$ cat src/hdl/dlw_pkg.sv
// Shared types and constants for the deduplicating LIFO worklist.
package dlw_pkg;

  localparam int CAPACITY    = 64;
  localparam int HANDLE_BITS = 32;
  localparam int COUNT_BITS  = $clog2(CAPACITY + 1);

  typedef logic [HANDLE_BITS-1:0] handle_t;
  typedef logic [COUNT_BITS-1:0]  count_t;

  typedef struct packed {
    handle_t src_object;
    handle_t src_local;
    handle_t src_global;
    handle_t dst_object;
  } tuple_t;

  typedef struct packed {
    logic push;
    logic pop;
  } shift_t;

  typedef enum logic [2:0] {
    ST_INSERTED = 3'd0,
    ST_PRESENT  = 3'd1,
    ST_POPPED   = 3'd2,
    ST_EMPTY    = 3'd3,
    ST_FULL     = 3'd4
  } status_t;

  typedef enum logic {
    MODE_ADD = 1'b0,
    MODE_POP = 1'b1
  } mode_t;

  typedef enum logic [1:0] {
    FSM_IDLE,
    FSM_CMP,
    FSM_EXEC
  } fsm_t;

endpackage

$ cat src/hdl/dlw_cell.sv
// One stack slot: holds a tuple, shifts with its neighbours, compares against the key.
module dlw_cell (
  input  logic            clk,
  input  dlw_pkg::shift_t ctrl,
  input  dlw_pkg::tuple_t key,
  input  dlw_pkg::tuple_t from_up,
  input  dlw_pkg::tuple_t from_dn,
  output dlw_pkg::tuple_t tuple,
  output logic            hit
);

  always_ff @(posedge clk) begin
    if (ctrl.push) begin
      tuple <= from_up;
    end else if (ctrl.pop) begin
      tuple <= from_dn;
    end
    hit <= (tuple == key);
  end

endmodule
$ cat config.mk
export PLATFORM = sky130hd
export DESIGN_NAME = dlw_cell
export DESIGN_NICKNAME = d
export VERILOG_FILES = /design/src/hdl/dlw_pkg.sv /design/src/hdl/dlw_cell.sv
export SDC_FILE = /design/constraint.sdc
export NUM_CORES = 1
export LEC_CHECK = 0
export BUFFER_PORTS_ARGS = -buffer_cell sky130_fd_sc_hd__buf_4
export CORE_AREA = 2 2 200 202
export DETAILED_ROUTE_END_ITERATION = 16
export DIE_AREA = 0 0 202 204
export GPL_TIMING_DRIVEN = 0
export SYNTH_ARGS = -nofsm -noshare
export SYNTH_HDL_FRONTEND = slang
export SYNTH_SLANG_ARGS = --single-unit
$ cat constraint.sdc
create_clock -name clk -period 8.8 [get_ports clk]
set_clock_uncertainty 0.2 [all_clocks]
set_input_delay 0.88 -clock clk [delete_from_list [all_inputs] [get_ports clk]]
set_output_delay 0.88 -clock clk [all_outputs]
set_load 0.05 [all_outputs]
**Word-level counts from Yosys, hierarchy flattened**

Cells that the tools add are included.

- Flip-flop bits (word level): 129
- Input port bits: 387
- Output and inout port bits: 129
- Word-level logic and storage cells: 9

- Equal/unequal tests: 1
- Mux-type cells: 2
- Reductions and logical operators: 1

Operator list:

| operator | count |
|---|---|
| 128-bit two-way mux | 2 |
| 128-bit == test | 1 |
| 2-bit nonzero test | 1 |

**Longest topological paths before layout**

Gate-level depths: netlist (run 1).

- Depth after elaboration: 2
- Gate-level depth with buffers: 5
- Mapped depth without buffers: 5

**Worst setup path after synthesis (run 1)**

Ideal clock, no wire load.

- Kind: input -> register
- Start point: in ctrl[1] (netlist name)
- End point: reg tuple[0] (netlist name), enable pin
- Data arrival time: 2.861 ns
- Slack: 5.306 ns
- Cell stages on the path: 3
- Path through: buf_2 > buf_4 > or2_2

- Word-level cells in the longest chain between the ends: 1

Ends and longest elaborated chain:

| what | line | source |
|---|---|---|
| start, declared | dlw_cell.sv:4 | `input dlw_pkg::shift_t ctrl,` |
| 2-bit nonzero test (no line) | - |  |
| end signal, assigned | dlw_cell.sv:14 | `tuple <= from_up;` |
| end signal, assigned | dlw_cell.sv:16 | `tuple <= from_dn;` |
| end, declared | dlw_cell.sv:8 | `output dlw_pkg::tuple_t tuple,` |

Every way passes these cells.
A chain may end at the register's enable or synchronous reset.

**Worst setup path after layout (run 1)**

- Start point: in ctrl[1] (netlist name)
- End point: reg tuple[91] (netlist name), enable pin

Same word-level chain as after synthesis.

==> metrics.md, run 1 <==
| Metric | Value |
|---|---|
| Adder-cell share of the synthesized area | 0% |
| Critical register-to-register path startpoint | tuple[82]$_DFFE_PP_ |
| Detailed-routing iteration count for the pre-antenna-repair pass | 4 |
| Peak ir drop on the vdd network | around 130 uV |
| Highest-count cells in the layout ignoring fill and taps | 525 x buf_4, 128 x mux2_2, 128 x xnor2_1, 128 x edfxtp_1, 34 x nand4_1 |
| Crit share post-route | ~28% |
| Relative max-transition margin | between 30% and 40% |
| Core Box Area | 39200 um2 |
| Sum of negative setup slack | 0 ps |
| Vertical extent of the die | approximately 200 um |
| Clock period minus worst slack | between 2000 and 2500 ps |
| Number of violations of the max-capacitance limit | 0 |
| HP Class | flip-flop to flip-flop |
| Synth Area in XOR/XNOR | 16.5% |
| Final-layout worst hold slack | about 530 ps |
| Number of antenna violations at the first check in global routing | 1 |
| GRT Util Overall | around 15% |
| Finished Core Util | between 30 and 40% |
| Most common library cell in the layout ignoring fill and taps | buf_4 |
| Std-Cell Rows | 73 |
| Maximum clock rate | 407 MHz |
| Crit Path Max Fanout | 59 |
| Crit Path Category | primary input to flip-flop |
| DRC violations left | 0 |
| Reg-to-reg setup timing slack | approximately 6600 ps |
| Mux share of post-synthesis cell area | about a fifth |
| Post-Synthesis Cells | between 400 and 500 |
| # IOs | roughly 520 |
| Final Instance Area | about 12000 um2 |
| CTS tree | done |
| Vias in the first global route | about 6.5k |
| Min-Delay Startpoint | tuple[55]$_DFFE_PP_ |
| Status | finished clean |
| PD cells | between 150 and 200 nW/um2 |
| Global-route congestion overflow total | 0 |
| Data required time at the worst endpoint | about 8700 ps |
| IO buf count | ~500 |
| End point of the worst hold path | hit$_DFF_P_ |
| Net count of the finished layout | roughly 1.4k |
| Final count of hold timing violations | 0 |
| Total via count after detailed routing | between 5k and 6k |
| Busiest layer in global routing | met2 |
| Design Power | between 2 and 2.5 mW |
| Worst setup timing slack at the placement stage | 5850 ps |
| Clock latency on the worst-skew pair | about 440 ps |
| Growth of design area from synthesis to finish | 75.3% |
| Vias per cell | roughly 4 |
| Number of sinks on the clock net | about 130 |
| Wire length of the first global-routing pass | around 43000 um |
| Final estimated routing congestion in global placement | 0.834 |
| Simple-gate portion of the synthesized area | under 10% |
| Leak | roughly 4.9 nW |
| Syn_area_per_cell | between 15 and 20 um2 |
| Critical Path, Cell by Cell | buf_2 -> buf_4 -> or2_4 -> buf_16 |
| Final antenna diode count | 0 |
| Min-Delay Path Depth | 5 |
| Worst reg2reg path depth | 5 |
| Clock transition at the register clock pins on the worst setup and hold paths after CTS | 60 ps |
| Die area | 41200 um2 |
| Main combinational cell family by area after synthesis | multiplexers |
| Clk buf depth | 2 |
| Nets in the synthesized netlist | 830 |
| Worst reg2reg path endpoint | hit$_DFF_P_ |
| Number of cells after detailed placement | around 1.5k |
| Compound-cell area share of the yosys netlist | 0% |
| Filler cells | slightly below 4k |
| Placed cell area | approximately 11000 um2 |
| Largest incremental delay on the critical path | ~400 ps |
| Final-report max-slew violation count | 0 |
| CP arrival | approximately 2400 ps |
| DRT Wirelength | about 32000 um |
| Post-CTS setup buffer count | 0 |
| Met2 Track Usage GR | about a quarter |
| Setup-violating endpoint count in the final report | 0 |
| Antenna Violating Nets Remaining | 0 |
| Post_cts resized | 0 |
| Number of buffers created by CTS | 17 |
| Drt initial violations | between 200 and 250 |
| Half-perimeter wire length after detailed placement | roughly 26000 um |
| H-tree depth reported by CTS | 4 |
| RSZ-0062 raised after global routing | no |
| Worst setup SP type | primary input |
| Die extent in x | approximately 200 um |
| Post-synthesis register bit count | approximately 130 |
| Kind of capture point of the worst setup path | flip-flop |
| Maximum number of pins on one net before global-route repair | 60 |
| Total of warnings raised by yosys | 0 |
| Number of standard cells in the layout, taps in and fillers out | between 1.5k and 2k |
| Setup ws final | around 6300 ps |
| Number of distinct standard cells referenced by the synthesized netlist | 11 |
| GR Layer Usage met1 | 17.4% |
| Master cell of the clock root buffer | clkbuf_16 |
| Cts-stage hold buffer count | 0 |
| Drt wl/cell | around 21 um |
| Share of cells above drive strength 1 | between 60 and 70% |
| CP max-delay cell | buf_2 |
| Met3 usage | 5.13% |
| Mapped cell area | 6800 um2 |
| Worst-margin pin slew | between 1000 and 1500 ps |
| Effective utilization at floorplan | between 10% and 20% |
| Sequential area share after synthesis | a little under three fifths |
-- where the power goes --
group | total, mW | switching [mW] | internal (mW)
clock network | 0.711 | 0.276 | 0.435
logic | 0.682 | 0.385 | 0.297
registers | 0.817 | 0.0581 | 0.758
total | 2.21 | 0.719 | 1.49
-- logic make-up after synthesis --
logic type / after synthesis
buf+inv: 14
xor+xnor: 128
simple gates: 44
mux: 128
flops: 129
-- metal layers --
layer	routed length [um]	vias to the layer above
li1	-	2743
met1	12700	2840
met2	15900	317
met3	2340	34
met4	587	2
met5	12	-
-- area by class of cell --
| class | count | area, um2 | share of cell area, % |
|---|---|---|---|
| flip-flops and latches | 129 | 3860 | 32.4 |
| plain buffers | 14 | 97.6 | 0.818 |
| clock buffers | 19 | 433 | 3.63 |
| well taps | 525 | 657 | 5.51 |
| multi-input cells | 300 | 2840 | 23.8 |
| clock inverters | 9 | 119 | 0.997 |
| repair buffers | 516 | 3910 | 32.8 |
-- registers in the layout (all words and copies together) (netlist names) --
name / cells
tuple: 128
hit: 1
-- worst max path at each step --
stage | start | endpoint | slack, ps | cells after the start
after global placement | ctrl[1] | tuple[73]$_DFFE_PP_ | 3890 | 3
after detailed placement | ctrl[1] | tuple[73]$_DFFE_PP_ | 5850 | 4
after CTS | ctrl[1] | tuple[91]$_DFFE_PP_ | 6330 | 4
after global routing | key[86] | hit$_DFF_P_ | 6260 | 6
final | ctrl[1] | tuple[91]$_DFFE_PP_ | 6340 | 4
after floorplan | ctrl[1] | tuple[0]$_DFFE_PP_ | 5310 | 3
-- worst max-delay path, delay by kind of cell --
family	cells	cell delay [ps]
buf+inv	3	1020
simple gates	1	330
-- cells in the mapped netlist, drive strengths merged --
library cell    n  share of area, %
edfxtp        128                57
mux2          128                21
xnor2         128                16
nand4          34               3.1
buf            14               1.4
nor4            8              0.83
dfxtp           1              0.29
nor2            1             0.055
or2             1             0.092
No activity file was read; power rests on OpenSTA's default activity.
==> run 2, diff against run 1 <==
- CORE_AREA: 2 2 200 202 -> 2 2 203 205
- DIE_AREA: 0 0 202 204 -> 0 0 205 207
- clock period: 8.8 -> 1.95 ns (I/O delays scaled with it)
==> run 2 against run 1 <==
  * Clock-buffer cell count stayed put
  * Die area increased by 3.0%
  * Global-route usage grew 0.80 points
  * Sequential power grew to 4.5 times the previous value
  * Setup slack got worse by 6300 ps
  * Flip-flop and latch count is the same
  * Critical path depth grew 1
  * Worst hold slack worse by 510 ps
  * Largest cell class unchanged
  * Highest routed layer is now met4
==> metrics.md, run 2 (synthesis gave the netlist of run 1 again) <==
| Metric | Value |
|---|---|
| Status | finished clean |
| Global-route congestion overflow total | 0 (unchanged) |
| Highest-count cells in the layout ignoring fill and taps | 525 x buf_4, 266 x dlygate4sd3_1, 128 x mux2_2, 128 x edfxtp_1, 126 x xnor2_1 |
| IO buf count | 514 (unchanged) |
| Clock transition at the register clock pins on the worst setup and hold paths after CTS | 60 ps (about the same) |
| Wire length of the first global-routing pass | 48300 um (+12%) |
| Leak | 6.13 nW (+24%) |
| Die area | 42400 um2 (+3.0%) |
| Cell internal power dissipation | 7.06 mW (+370%) |
| CP arrival | 2090 ps (-260 ps) |
| Largest reg by FF count | tuple |
| Worst-margin pin slew | 442 ps (-582 ps) |
| Maximum number of pins on one net before global-route repair | 60 (unchanged) |
| Vertical extent of the die | 207 um (+1.5%) |
| Final-report max-slew violation count | 0 (unchanged) |
| Largest regs | tuple: 128 flops, hit: 1 flops |
| Crit Path Max Fanout | 2 (-97%) |
| Routed metal-1 wirelength | 12900 um (+1.6%) |
| Met2 wire len | 17400 um (+9.1%) |
| DRC violations left | 0 (unchanged) |
| Crit Path Category | flip-flop to flip-flop |
| Detailed-routing iteration count for the pre-antenna-repair pass | 4 (unchanged) |
| Worst setup timing slack at the placement stage | -428 ps (-6280 ps) |
| Crit share post-route | between 90% and 100% |
| Final-layout worst hold slack | 17.1 ps (-511 ps) |
| Data required time at the worst endpoint | 2120 ps (-6570 ps) |
| Std-Cell Rows | 74 (+1.4%) |
| Setup-violating endpoint count in the final report | 0 (unchanged) |
| Share of cells above drive strength 1 | 55.4% (-14 points) |
| Placed cell area | 11400 um2 (+0.28%) |
| CP max-delay cell | edfxtp_1 |
| Final count of hold timing violations | 0 (unchanged) |
| Net switching power | 3.44 mW (+380%) |
| Proportion of total power due to net switching | 32.7% (+0.20 points) |
| Largest register FFs | 128 (unchanged) |
| Setup ws final | 38.1 ps (-6300 ps) |
| Number of sinks on the clock net | 129 (unchanged) |
| CTS tree | done |
| Combined flip-flop and latch cell area | 3860 um2 (unchanged) |
| Maximum clock rate | around 520 MHz |
| GRT Util Overall | 15.8% (+0.80 points) |
| Comb pwr share | 34.8% (+3.9 points) |
| RSZ-0062 raised after global routing | yes |
| Growth of design area from synthesis to finish | 116% |
| PD cells | 713 nW/um2 (+280%) |
| Kind of capture point of the worst setup path | flip-flop |
| Filler cells | 3906 (-1.5%) |
| Relative max-transition margin | 70.3% (+39 points) |
| Final Instance Area | 14700 um2 (+23%) |
| Core Box Area | 40400 um2 (+3.0%) |
| Most common library cell in the layout ignoring fill and taps | buf_4 |
| Antenna Violating Nets Remaining | 0 (unchanged) |
| Total via count after detailed routing | 7073 (+19%) |
| Largest incremental delay on the critical path | 490 ps (+90 ps) |
| Number of violations of the max-capacitance limit | 0 (unchanged) |
| Worst setup SP type | flip-flop |
| Number of buffers created by CTS | 17 (unchanged) |
| Critical Path, Cell by Cell | xnor2_1 -> nand4_1 -> nor4_2 -> nand4_1 -> nor2_1 |
| Half-perimeter wire length after detailed placement | 25200 um (-1.4%) |
| Clock latency on the worst-skew pair | 430 ps (about the same) |
| Final estimated routing congestion in global placement | 0.838 (+0.43%) |
| Die extent in x | 205 um (+1.5%) |
| Drt initial violations | 329 (+35%) |
| # IOs | 516 (unchanged) |
| Cell repeated most along the worst path | nand4_1 |
| Drt wl/cell | 19.2 um (-7.7%) |
| Master cell of the clock root buffer | clkbuf_16 |
| Final antenna diode count | 0 (unchanged) |
| Amount of wire on met3 after detailed routing | 3110 um (+33%) |
| Sequential fraction of design power | 35.2% (-1.8 points) |
| Clock network fraction of total power | 30.0% (-2.2 points) |
| Number of antenna violations at the first check in global routing | 0 (-1) |
| Number of cells after detailed placement | 1491 (+0.47%) |
| Max layer used | met4 |
| H-tree depth reported by CTS | 4 (unchanged) |
| Clk buf depth | 2 (unchanged) |
| DRT Wirelength | 34400 um (+9.2%) |
| Design Power | 10.5 mW (+380%) |
| Area of the multi-input gates | 2940 um2 (+3.4%) |
| HP Class | primary input to flip-flop |
| Number of standard cells in the layout, taps in and fillers out | 1789 (+18%) |
| Peak ir drop on the vdd network | 577 uV (+340%) |
| Effective utilization at floorplan | 16.9% (-0.51 points) |
| Vias in the first global route | 7975 (+22%) |
| Net count of the finished layout | 1632 (+20%) |
| Vias per cell | 3.95 (+0.71%) |
| Clock period minus worst slack | about 1900 ps |
## run 2: final timing paths
kind | slack [ps] | depth (start not counted) | end | startpoint
min reg2reg | 530 | 5 | hit$_DFF_P_ | tuple[11]$_DFFE_PP_
min | 20 | 6 | hit$_DFF_P_ | key[12]
max | 40 | 5 | hit$_DFF_P_ | tuple[47]$_DFFE_PP_
max reg2reg | 40 | 5 | hit$_DFF_P_ | tuple[47]$_DFFE_PP_
## run 2: worst max-delay path: cells and delay by family (launching register included)
kind	cells	cell delay [ps]
xor+xnor	1	400
flops	1	490
simple gates	4	760
## run 2: repair_timing
item                       in CTS  in global routing
pin swaps                       4                  2
gates resized for setup        13                  0
buffers inserted                0                  1
hold endpoints to repair      129                  0
setup endpoints to repair       1                  1
hold buffers                  266                  0
## run 2: power by group through the flow
| stage | clock network, mW | logic (mW) | registers [mW] |
|---|---|---|---|
| final | 3.15 | 3.65 | 3.70 |
| after global routing | 3.36 | 3.82 | 3.73 |
| after CTS | 3.27 | 3.64 | 3.69 |
| after detailed placement | 0 | 3.10 | 3.75 |
| after global placement | 0 | 3.07 | 3.75 |
| after floorplan | 0 | 0.685 | 4.73 |
## run 2: layout make-up
class / count / area share, %
Buffer: 14 / 0.816
Clock inverter: 12 / 0.807
Multi-Input combinational cell: 300 / 20.0
Clock buffer: 19 / 2.94
Timing Repair Buffer: 783 / 44.7
Tap cell: 532 / 4.52
Sequential cell: 129 / 26.2
## run 2: stage by stage
step | TNS (ps) | util (%)
global placement | -101030 | 28.1
floorplan | -6790 | -
global route | -87.7 | 36.5
CTS | -21.6 | 36.5
finish | 0 | 36.5
detailed placement | -428 | 28.3
## run 2: layer usage
metal  vias to the layer above  global-route usage [%]
li1                       3285                       -
met1                      3360                    17.5
met2                       378                    28.3
met3                        50                    4.30
met4                         0                    6.40
met5                         -                       0
==> run 3, diff against run 2 <==
- CORE_AREA: 2 2 203 205 -> 2 2 200 202
- DIE_AREA: 0 0 205 207 -> 0 0 202 204
- clock period: 1.95 -> 2.3 ns (I/O delays scaled with it)
==> run 3 against run 2 <==
  * Via count fell by 1.5%
  * Die area fell by 2.9%
  * Critical path depth did not move
  * Clock power fell by 13%
  * Highest routed layer is now met5
  * First-iteration DRC count fell by 0.61%
==> metrics.md, run 3 (synthesis gave the netlist of run 1 again) <==
| Metric | Value |
|---|---|
| Status | finished clean |
| Crit share post-route | 89.8% (-8.2 points) |
| Number of buffers created by CTS | 17 (unchanged) |
| Setup-violating endpoint count in the final report | 0 (unchanged) |
| GRT Util Overall | 16.0% (+0.17 points) |
| Master cell of the clock root buffer | clkbuf_16 |
| Largest incremental delay on the critical path | 490 ps (about the same) |
| CP max-delay cell | nor4_4 |
| Proportion of total power due to net switching | 32.0% (-0.74 points) |
| Maximum number of pins on one net before global-route repair | 60 (unchanged) |
| Clock period minus worst slack | 2070 ps (+154 ps) |
| Largest reg by FF count | tuple |
| CP arrival | 2230 ps (+140 ps) |
| Vias in the first global route | 7562 (-5.2%) |
| Critical Path, Cell by Cell | xnor2_1 -> nand4_1 -> nor4_4 -> nand4_1 -> nor2_1 |
| Leak | 6.02 nW (-1.8%) |
| HP Class | primary input to flip-flop |
| Area of the multi-input gates | 2870 um2 (-2.3%) |
| Worst setup timing slack at the placement stage | -257 ps (+171 ps) |
| PD cells | 615 nW/um2 (-14%) |
| Vias per cell | 3.93 (-0.48%) |
| Growth of design area from synthesis to finish | 113% |
| Final-layout worst hold slack | 47.6 ps (+30.5 ps) |
| DRT Wirelength | 34000 um (-1.1%) |
| Largest register FFs | 128 (unchanged) |
| Filler cells | 3773 (-3.4%) |
| Final antenna diode count | 0 (unchanged) |
| # IOs | 516 (unchanged) |
| Share of cells above drive strength 1 | 55.1% (-0.27 points) |
| Number of sinks on the clock net | 129 (unchanged) |
| Critical path buffers and inverters | 0 (unchanged) |
| IO buf count | 514 (unchanged) |
| Clk buf depth | 2 (unchanged) |
| Setup ws final | 234 ps (+196 ps) |
| Half-perimeter wire length after detailed placement | 25000 um (-0.63%) |
| Vertical extent of the die | 204 um (-1.4%) |
| Clock network fraction of total power | 30.6% (+0.6 points) |
| Drt initial violations | 327 (-0.61%) |
| Die area | 41200 um2 (-2.9%) |
| Total via count after detailed routing | 6964 (-1.5%) |
| Highest-count cells in the layout ignoring fill and taps | 525 x buf_4, 256 x dlygate4sd3_1, 128 x mux2_2, 128 x xnor2_1, 128 x edfxtp_1 |
| Final estimated routing congestion in global placement | 0.833 (-0.61%) |
| Relative max-transition margin | 60.7% (-9.6 points) |
| Peak ir drop on the vdd network | 493 uV (-15%) |
| Number of violations of the max-capacitance limit | 0 (unchanged) |
| H-tree depth reported by CTS | 4 (unchanged) |
| Clock transition at the register clock pins on the worst setup and hold paths after CTS | 60 ps (about the same) |
| Number of antenna violations at the first check in global routing | 1 (+1) |
| Largest regs | tuple: 128 flops, hit: 1 flops |
| Combined flip-flop and latch cell area | 3860 um2 (unchanged) |
| Cell repeated most along the worst path | nand4_1 |
| Cell internal power dissipation | 6.07 mW (-14%) |
| Wire length of the first global-routing pass | 47100 um (-2.5%) |
| Maximum clock rate | 484 MHz (-7.4%) |
| Sequential fraction of design power | 35.0% (-0.2 points) |
| Net count of the finished layout | 1621 (-0.67%) |
| Drt wl/cell | 19.2 um (about the same) |
| Data required time at the worst endpoint | 2460 ps (+340 ps) |
| Cell family with most CP delay | simple AND/OR/NAND/NOR gates |
| Final-report max-slew violation count | 0 (unchanged) |
| Worst-margin pin slew | 585 ps (+142 ps) |
| RSZ-0062 raised after global routing | no |
| Worst setup SP type | flip-flop |
| Clock latency on the worst-skew pair | 430 ps (about the same) |
| Detailed-routing iteration count for the pre-antenna-repair pass | 4 (unchanged) |
| DRC violations left | 0 (unchanged) |
| CTS tree | done |
| Std-Cell Rows | 73 (-1.4%) |
| Comb pwr share | 34.3% (-0.5 points) |
| Antenna Violating Nets Remaining | 0 (unchanged) |
| Crit Path Category | flip-flop to flip-flop |
| Effective utilization at floorplan | 17.4% (+0.51 points) |
| Core Box Area | 39200 um2 (-2.9%) |
| Global-route congestion overflow total | 0 (unchanged) |
| Kind of capture point of the worst setup path | flip-flop |
| Most common library cell in the layout ignoring fill and taps | buf_4 |
| Die extent in x | 202 um (-1.5%) |
| Net switching power | 2.86 mW (-17%) |
| Crit Path Max Fanout | 2 (unchanged) |
| Final count of hold timing violations | 0 (unchanged) |
## run 3: layer usage
metal | global-route usage, % | part of all wire (%) | up-vias
met1 | 18.3 | 38 | 3370
li1 | - | - | 3255
met5 | 0 | 0.038 | -
met4 | 5.12 | 1.6 | 2
met2 | 28.7 | 53 | 311
met3 | 4.38 | 7.8 | 26
## run 3: power groups by stage
| stage | Sequential, mW | Clock [mW] | Combinational [mW] |
|---|---|---|---|
| final | 3.13 | 2.73 | 3.06 |
| after floorplan | 4.01 | 0 | 0.576 |
| after CTS | 3.12 | 2.82 | 3.05 |
| after global routing | 3.15 | 2.90 | 3.20 |
| after detailed placement | 3.17 | 0 | 2.62 |
| after global placement | 3.17 | 0 | 2.60 |
## run 3: final timing paths
check	from	end	slack, ps	cells past startpoint
worst min-delay path	key[117]	hit$_DFF_P_	50	6
worst max-delay path	tuple[122]$_DFFE_PP_	hit$_DFF_P_	230	5
worst min register to register	tuple[95]$_DFFE_PP_	hit$_DFF_P_	550	5
worst max register to register	tuple[122]$_DFFE_PP_	hit$_DFF_P_	230	5
## run 3: what timing repair did
item                                    in CTS  in global routing
hold buffers                               256                  0
endpoints found under the setup margin       1                  1
resized for setup                            3                  1
endpoints found under the hold margin      128                  0
setup buffers                                0                  0
## run 3: cell type report
class                           count  area share (%)
Clock inverter                      9           0.801
Multi-Input combinational cell    300            19.8
Sequential cell                   129            26.6
Tap cell                          525            4.52
Clock buffer                       21            3.03
Timing Repair Buffer              772            44.6
Buffer                             14           0.672
## run 3: worst min-delay path: stages
cell and delay (ps):
buf_4 80, xnor2_1 60, nand4_1 100, nor4_2 60, nand4_1 60, nor2_1 40
## run 3: metrics by stage
| step | util, % | std cells | cell area [um2] | TNS [ps] | power [mW] |
|---|---|---|---|---|---|
| after floorplan | - | 443 | 6810 | 0 | 4.59 |
| after global placement | 28.9 | 1482 | 11300 | -114130 | 5.77 |
| after detailed placement | 29.0 | 1484 | 11400 | -871 | 5.79 |
| after CTS | 37.0 | 1770 | 14500 | 0 | 9.00 |
| after global routing | 37.1 | 1770 | 14500 | 0 | 9.25 |
| final | 37.1 | 1770 | 14500 | 0 | 8.92 |
